`src/rtl/fmpf_pkg.sv`:
```
package fmpf_pkg;

   localparam int MaxRulesDefault = 16;

   localparam logic [7:0] ProtoTcp = 8'd6;
   localparam logic [7:0] ProtoUdp = 8'd17;

   typedef enum logic [1:0] {
      OP_CLASSIFY = 2'd0,
      OP_ADD      = 2'd1,
      OP_DELETE   = 2'd2,
      OP_NONE     = 2'd3
   } op_type;

   typedef enum logic [1:0] {
      ST_OK       = 2'd0,
      ST_FULL     = 2'd1,
      ST_BAD_IDX  = 2'd2
   } status_type;

   typedef enum logic [1:0] {
      RP_ANY = 2'd0,
      RP_TCP = 2'd1,
      RP_UDP = 2'd2,
      RP_ALT = 2'd3
   } rproto_type;

   typedef enum logic [1:0] {
      FS_IDLE = 2'd0,
      FS_WALK = 2'd1,
      FS_DONE = 2'd2
   } fsm_type;

   typedef struct packed {
      logic [1:0]  op;
      logic [1:0]  direction;
      logic [7:0]  packet_protocol;
      logic [1:0]  rule_protocol;
      logic [31:0] source_address;
      logic [31:0] source_mask;
      logic [15:0] source_port;
      logic [31:0] dest_address;
      logic [31:0] dest_mask;
      logic [15:0] destination_port;
      logic        block_action;
      logic [4:0]  delete_index;
   } req_type;

   typedef struct packed {
      logic       drop;
      logic       matched;
      logic [4:0] match_position;
      logic [1:0] status;
      logic [4:0] rules_held;
   } rsp_type;

   // One stored rule.
   typedef struct packed {
      logic [31:0] src_addr;
      logic [31:0] src_mask;
      logic [31:0] dst_addr;
      logic [31:0] dst_mask;
      logic [15:0] sport;
      logic [15:0] dport;
      logic [1:0]  dir;
      logic [1:0]  proto;
      logic        act;
   } rule_type;

   // Packet key carried down the chain.
   typedef struct packed {
      logic [1:0]  dir;
      logic [7:0]  proto;
      logic [31:0] src_addr;
      logic [31:0] dst_addr;
      logic [15:0] sport;
      logic [15:0] dport;
   } key_type;

   // Control from the sequencer to every cell.
   typedef struct packed {
      logic load;   // capture key into cell 0 chain
      logic append; // write the new rule at tail
      logic remove; // shift rules above the removed slot down
   } cell_ctl_type;

   // Leading-ones prefix compare; a zero mask means all bits.
   function automatic logic prefix_equal(input logic [31:0] pkt,
                                         input logic [31:0] rule,
                                         input logic [31:0] mask);
      logic [31:0] sel;
      logic        run;
      sel = '0;
      run = 1'b1;
      if (mask == 32'd0) begin
         sel = '1;
      end else begin
         for (int i = 31; i >= 0; i--) begin
            run    = run & mask[i];
            sel[i] = run;
         end
      end
      return ((pkt ^ rule) & sel) == 32'd0;
   endfunction

   function automatic logic rule_hit(input rule_type r, input key_type k);
      logic ok;
      ok = (r.dir == k.dir);
      if (rproto_type'(r.proto) == RP_TCP && k.proto != ProtoTcp) ok = 1'b0;
      if (rproto_type'(r.proto) == RP_UDP && k.proto != ProtoUdp) ok = 1'b0;
      if (r.src_addr != 32'd0 && !prefix_equal(k.src_addr, r.src_addr, r.src_mask))
         ok = 1'b0;
      if (r.dst_addr != 32'd0 && !prefix_equal(k.dst_addr, r.dst_addr, r.dst_mask))
         ok = 1'b0;
      if (r.sport != 16'd0 && r.sport != k.sport) ok = 1'b0;
      if (r.dport != 16'd0 && r.dport != k.dport) ok = 1'b0;
      return ok;
   endfunction

endpackage

```
`src/rtl/fmpf_cell.sv`:
```
// One rule slot. It holds a rule and compares the key that arrives from
// its left neighbor; the key and the running verdict move one cell a cycle.
module fmpf_cell #(
   parameter int IdxW = 5
) (
   input  logic                   clock,
   input  logic                   reset,
   input  fmpf_pkg::cell_ctl_type ctl,
   input  logic                   is_tail,    // this slot equals the rule count
   input  logic                   above_del,  // 1-based slot position >= removed index
   input  fmpf_pkg::rule_type     add_rule,
   input  fmpf_pkg::rule_type     upper_rule, // rule of the next cell (own rule for the top cell)
   input  logic [IdxW-1:0]        my_pos,     // 1-based position
   input  logic                   active,     // slot holds a live rule and key direction is 1 or 2
   input  logic                   key_vld_i,
   input  fmpf_pkg::key_type      key_i,
   input  logic                   hit_i,
   input  logic [IdxW-1:0]        pos_i,
   input  logic                   drop_i,
   output fmpf_pkg::rule_type     rule_o,
   output logic                   key_vld_o,
   output fmpf_pkg::key_type      key_o,
   output logic                   hit_o,
   output logic [IdxW-1:0]        pos_o,
   output logic                   drop_o
);

   fmpf_pkg::rule_type rule_ff, rule_in;
   fmpf_pkg::key_type  key_ff;
   logic               kv_ff, hit_ff, drop_ff;
   logic [IdxW-1:0]    pos_ff;
   logic               take;

   always_comb begin
      rule_in = rule_ff;
      if (ctl.append && is_tail) rule_in = add_rule;
      else if (ctl.remove && above_del) rule_in = upper_rule;
   end

   assign take = !hit_i && active && fmpf_pkg::rule_hit(rule_ff, key_i);

   always_ff @(posedge clock) begin
      rule_ff <= rule_in;
      key_ff  <= key_i;
      if (reset) begin
         kv_ff   <= 1'b0;
         hit_ff  <= 1'b0;
         pos_ff  <= '0;
         drop_ff <= 1'b0;
      end else begin
         kv_ff   <= key_vld_i;
         hit_ff  <= hit_i | take;
         pos_ff  <= take ? my_pos : pos_i;
         drop_ff <= take ? rule_ff.act : drop_i;
      end
   end

   assign rule_o    = rule_ff;
   assign key_vld_o = kv_ff;
   assign key_o     = key_ff;
   assign hit_o     = hit_ff;
   assign pos_o     = pos_ff;
   assign drop_o    = drop_ff;

endmodule

```
`config.mk`:
```
export PLATFORM = sky130hd
export DESIGN_NAME = fmpf_cell
export DESIGN_NICKNAME = d
export VERILOG_FILES = /design/src/rtl/fmpf_pkg.sv /design/src/rtl/fmpf_cell.sv
export SDC_FILE = /design/constraint.sdc
export NUM_CORES = 1
export LEC_CHECK = 0
export BUFFER_PORTS_ARGS = -buffer_cell sky130_fd_sc_hd__buf_2
export CORE_AREA = 2 2 289 291
export DETAILED_ROUTE_END_ITERATION = 7
export DIE_AREA = 0 0 291 293
export SETUP_SLACK_MARGIN = 0.05
export SLEW_MARGIN = 20
export SYNTH_ARGS = -nofsm -noshare
export SYNTH_HDL_FRONTEND = slang
export SYNTH_SLANG_ARGS = --single-unit
```
`constraint.sdc`:
```
create_clock -name clock -period 6.11 [get_ports clock]
set_input_delay 0.611 -clock clock [delete_from_list [all_inputs] [get_ports clock]]
set_output_delay 0.611 -clock clock [all_outputs]
set_load 0.005 [all_outputs]
```
After elaboration in Yosys (flattened, before gate mapping)

Index checks and enable logic that the tools add are counted.
Widths: inputs -> output; s select.

Bits in registers: 279
Latch bits: 0
Bits in writable memories: 0
ROM bits: 0
Input port bits: 457
Output and inout port bits: 279
Word-level logic and storage cells: 127
Memories: 0

Add/subtract/negate cells: 0
Multipliers: 0
Div/mod/pow operators: 0
$lt $le $gt $ge: 0
Equality and inequality tests: 7
Shift operators: 0
Multiplexer cells: 12
Bitwise gates (word level): 67
Reduce and logical (&&, ||, !) cells: 22

Operators by type and width:

| cell               | count |
|---|---|
| $mux 165           | 2 |
| $logic_not 32->1   | 4 |
| $and 32x32->32     | 2 |
| $mux 32            | 2 |
| $reduce_bool 32->1 | 2 |
| $xor 32x32->32     | 2 |
| $and 1x1->1        | 62 |
| $ne 16x16->1       | 2 |
| $reduce_bool 16->1 | 2 |
| $logic_and 1x1->1  | 10 |
| $ne 8x3->1 const B | 1 |
| $ne 8x5->1 const B | 1 |
| $mux 1             | 7 |
| $mux 5             | 1 |
| $logic_not 1->1    | 3 |
| $eq 2x1->1 const B | 1 |
| $eq 2x2->1         | 1 |
| $eq 2x2->1 const B | 1 |
| $reduce_bool 2->1  | 1 |
| $or 1x1->1         | 1 |

Logic depth before layout (Yosys ltp)

Word-level depth: 42
Mapped depth: 9

Least setup slack after synthesis

Ideal clock, no wire load.

Path type: input-to-reg
Start point: input ctl[1] (netlist bit)
End point: register rule_ff, in the netlist rule_o[0] (enable)
Library setup time: 1.348 ns
Arrival: 4.149 ns
Required time: 4.762 ns
Slack: 0.613 ns
Cell stages on the path: 4
Buffers on the path: 2
Path through: nand2_1 clkbuf_1 clkbuf_1 nand2_1

Longest elaborated chain between the ends: 2

Ends and longest elaborated chain:

| item                               | line            | text |
|---|---|---|
| from (decl)                        | fmpf_cell.sv:8  | `input fmpf_pkg::cell_ctl_type ctl,` |
| $logic_and 1x1->1                  | fmpf_cell.sv:36 | `if (ctl.append && is_tail) rule_in = add_rule;` |
| $reduce_bool 2->1 (no source line) | -               |  |
| to (signal assigned)               | fmpf_cell.sv:43 | `rule_ff <= rule_in;` |
| to (decl)                          | fmpf_cell.sv:28 | `fmpf_pkg::rule_type rule_ff, rule_in;` |

No other way between the ends.
A chain may end at the register's enable or synchronous reset.

Final worst setup path

Start point: register rule_ff, in the netlist rule_o[73]
End point: register pos_ff[3], in the netlist pos_o[3]

Longest elaborated chain between the ends: 10
Elaborated cells between the ends (all ways): 11
Those cells by class: mux: 4; bitwise: 2; reduce/logical: 5

Ends and longest elaborated chain:

| item                  | line            | text |
|---|---|---|
| $xor 32x32->32        | fmpf_pkg.sv:103 | `return ((pkt ^ rule) & sel) == 32'd0;` |
| $and 32x32->32        | fmpf_pkg.sv:103 |  |
| $logic_not 32->1      | fmpf_pkg.sv:103 |  |
| $logic_not 1->1       | fmpf_pkg.sv:113 | `if (r.dst_addr != 32'd0 && !prefix_equal(k.dst_addr, r.dst_addr, r.dst_mask))` |
| $logic_and 1x1->1 (*) | fmpf_pkg.sv:113 |  |
| $mux 1 (*)            | fmpf_pkg.sv:113 |  |
| $mux 1 (*)            | fmpf_pkg.sv:115 | `if (r.sport != 16'd0 && r.sport != k.sport) ok = 1'b0;` |
| $mux 1 (*)            | fmpf_pkg.sv:116 | `if (r.dport != 16'd0 && r.dport != k.dport) ok = 1'b0;` |
| $logic_and 1x1->1 (*) | fmpf_cell.sv:40 | `assign take = !hit_i && active && fmpf_pkg::rule_hit(rule_ff, key_i);` |
| $mux 5 (*)            | fmpf_cell.sv:53 | `pos_ff <= take ? my_pos : pos_i;` |
| to (signal assigned)  | fmpf_cell.sv:53 |  |
| to (decl)             | fmpf_cell.sv:31 | `logic [IdxW-1:0] pos_ff;` |

Mark *: on every way between the ends. The rest lies on a longest branch, timed or not.

==> impl_results.md <==
* Drt wl/cell at 19.9 um
* Largest net degree at the start of global routing at 101
* H-tree lvl count at 1
* Worst slew margin at 31.2%
* Drt total wl at 52400 um
* WL met2 at 23700 um
* Via count at 9661
* Slowest-stage cell, CP: o41ai_2
* Clock tree from TritonCTS: built
* Clk Latency, worst-skew pair at 0.61 ns
* Fin crit period at 3.35 ns
* Setup bufs post-CTS at 0
* Clk buf depth at 3
* Crit path largest cell delay at 0.54 ns
* Area Growth Syn to Fin at 52.9%
* Gr usage total at 11.5%
* Die width at 291 um
* Sequential area share after synthesis at 63.5%
* Hold Path Cell Cnt at 1
* Hold WC Path Type: input port to flip-flop
* CP top delay family: compound AO/OA/AOI/OAI gates
* Max_cap viols at 0
* Final hold vios at 0
* Most common cell after layout, fill and taps aside: buf_2
* Sum of buffers and inverters on the critical path at 0
* Met1 wire length at 21700 um
* Startpoint types: flip-flop
* Unrepaired setup endpoints after global routing: no
* Syn_nets at 1234
* Grt total ovfl at 0
* Vias per cell at 3.68
* Leakage power at 7.40 nW
* Peak supply drop at 0.000214 V
* Hpwl dp at 43600 um
* Worst Tran Pin Value at 1.03 ns
* Detailed Routing Iterations Pass 1 at 4
* Initial antenna violation count at 10
* Max Fclk at 299 MHz
* Yosys reg bits at 279
* Clock skew at 0.0186 ns
* Die ar. at 85300 sq um
* Uppermost layer routed: met5
* Cts repair resizes at 0
* Clock transition at the registers of the reported paths at 0.06 ns
* Post-synthesis average cell area at 14.7 sq um
* CP Depth at 8
* Required time worst endpoint at 6.65 ns
* Unique masters post-synth at 47
* Register-to-Register Path Depth at 8
* Drc violations at 0
* Area of the core at 81800 sq um
* Layout cells sized above 1 at 61.9%
* Nets at 1985
* First-pass GRT wire length at 70600 um
* Critical path type: flip-flop to flip-flop
* Num ports at 736
* Crit path DAT at 3.88 ns
* Vias in the first global route at 9850
* Row count at 105
* Final ANT Viol Nets at 0
* Most common flop cell mapped by yosys: edfxtp_1
* Root buffer cell: clkbuf_16
* # setup viols final at 0
* Setup crit end kind: flip-flop
* Max-slew violations at 0
* Crit path max fanout at 7
* FFs w/ async S/R, synth at 0%
* Initial Util at 13.9%
* Gpl congestion at 0.905
* Synth Warn # at 0
* Clock Sinks at 279
* TNS Setup at 0 ns
* Num CTS Buffers at 31
* Cell count after synthesis at 777
* Initial DRC Count at 584
* Pwr per Cell Area at 288 nW/um^2
* Most frequent cells in the layout: 734 x buf_2, 165 x mux2_2, 165 x edfxtp_1, 114 x dfxtp_1, 88 x xor2_1
* Number of synthesized flops with an enable pin at 165
* Status: completed
* Tcrit/Tclk final at 54.8%
* Chip height at 293 um
* Total power at 5.02 mW
* Number of port buffers at 734
* Routed wl met3 at 5000 um
* Crit path cell chain: xnor2_1, nor3b_1, a221oi_1, o21ai_0, a211oi_1, o41ai_2, o21a_1, mux2i_1
* Hold buffer count at cts at 0
* Post-synthesis cell area at 11400 sq um
area by class of cell:
cell class / instances / area [sq um]
Tap cell: 1070 / 1340
Inverter: 2 / 7.51
Fill cell: 8887 / 64400
Timing Repair Buffer: 738 / 3730
Clock inverter: 12 / 92.6
Antenna cell: 5 / 12.5
Clock buffer: 46 / 915
Multi-Input combinational cell: 476 / 4090
Sequential cell: 279 / 7240
path summary, 6_finish.rpt:
check                       start             endpoint  slack (ns)
max          rule_o[73]$_DFFE_PP_  pos_o[3]$_SDFF_PP0_        2.76
min                    key_i[103]   key_o[103]$_DFF_P_        0.12
max reg2reg  rule_o[73]$_DFFE_PP_  pos_o[3]$_SDFF_PP0_        2.76
min reg2reg   rule_o[0]$_DFFE_PP_    drop_o$_SDFF_PP0_        0.54
where the power goes:
group / switching, mW / internal [mW]
logic: 0.404 / 0.377
registers: 0.165 / 2.19
clock network: 0.802 / 1.07
cell families after synthesis:
group	count (synthesis)	share of synthesized area (%)
xor+xnor	99	7.61
simple gates	147	7.62
mux	171	16.8
compound gates	59	3.62
buf+inv	22	0.791
flops	279	63.5
registers in the layout, indices dropped and copies added (netlist names):
signal     cells
drop_o         1
hit_o          1
key_o        106
key_vld_o      1
pos_o          5
rule_o       165
per-stage QoR:
| stage | cells | worst slack (ns) | utilization (%) | cell area, sq um | hold WS (ns) |
|---|---|---|---|---|---|
| after floorplan | 777 | 0.613 | - | 11400 | 0.540 |
| after CTS | 2623 | 2.47 | 21.3 | 17400 | 0.0612 |
| final | 2628 | 2.76 | 21.3 | 17400 | 0.118 |
| after detailed placement | 2565 | 2.34 | 20.0 | 16400 | 0.531 |
| after global routing | 2625 | 2.42 | 21.3 | 17400 | 0.0865 |
| after global placement | 2565 | 2.39 | 20.0 | 16400 | 0.533 |
Yosys cell counts (all sizes together) (3+ instances only):
cell / count / area share [%]
o21ai: 15 / 0.66
xnor2: 11 / 0.85
o21a: 4 / 0.26
dfxtp: 114 / 20
nor3b: 3 / 0.20
nand4: 14 / 0.77
nand2b: 13 / 0.71
nor2b: 3 / 0.16
mux2: 165 / 16
nor3: 6 / 0.26
nand3: 13 / 0.57
nor4: 60 / 3.3
nor2: 11 / 0.36
clkbuf: 19 / 0.63
mux2i: 6 / 0.53
nand2: 11 / 0.36
a21oi: 10 / 0.44
xor2: 88 / 6.8
a21o: 7 / 0.46
edfxtp: 165 / 43
routing by layer:
layer | GRT usage [%] | vias to the layer above
met5 | 0 | -
met4 | 4.49 | 2
met3 | 3.97 | 70
met2 | 18.1 | 526
met1 | 14.5 | 4567
li1 | - | 4496
No activity file was read; power rests on OpenSTA's default activity.
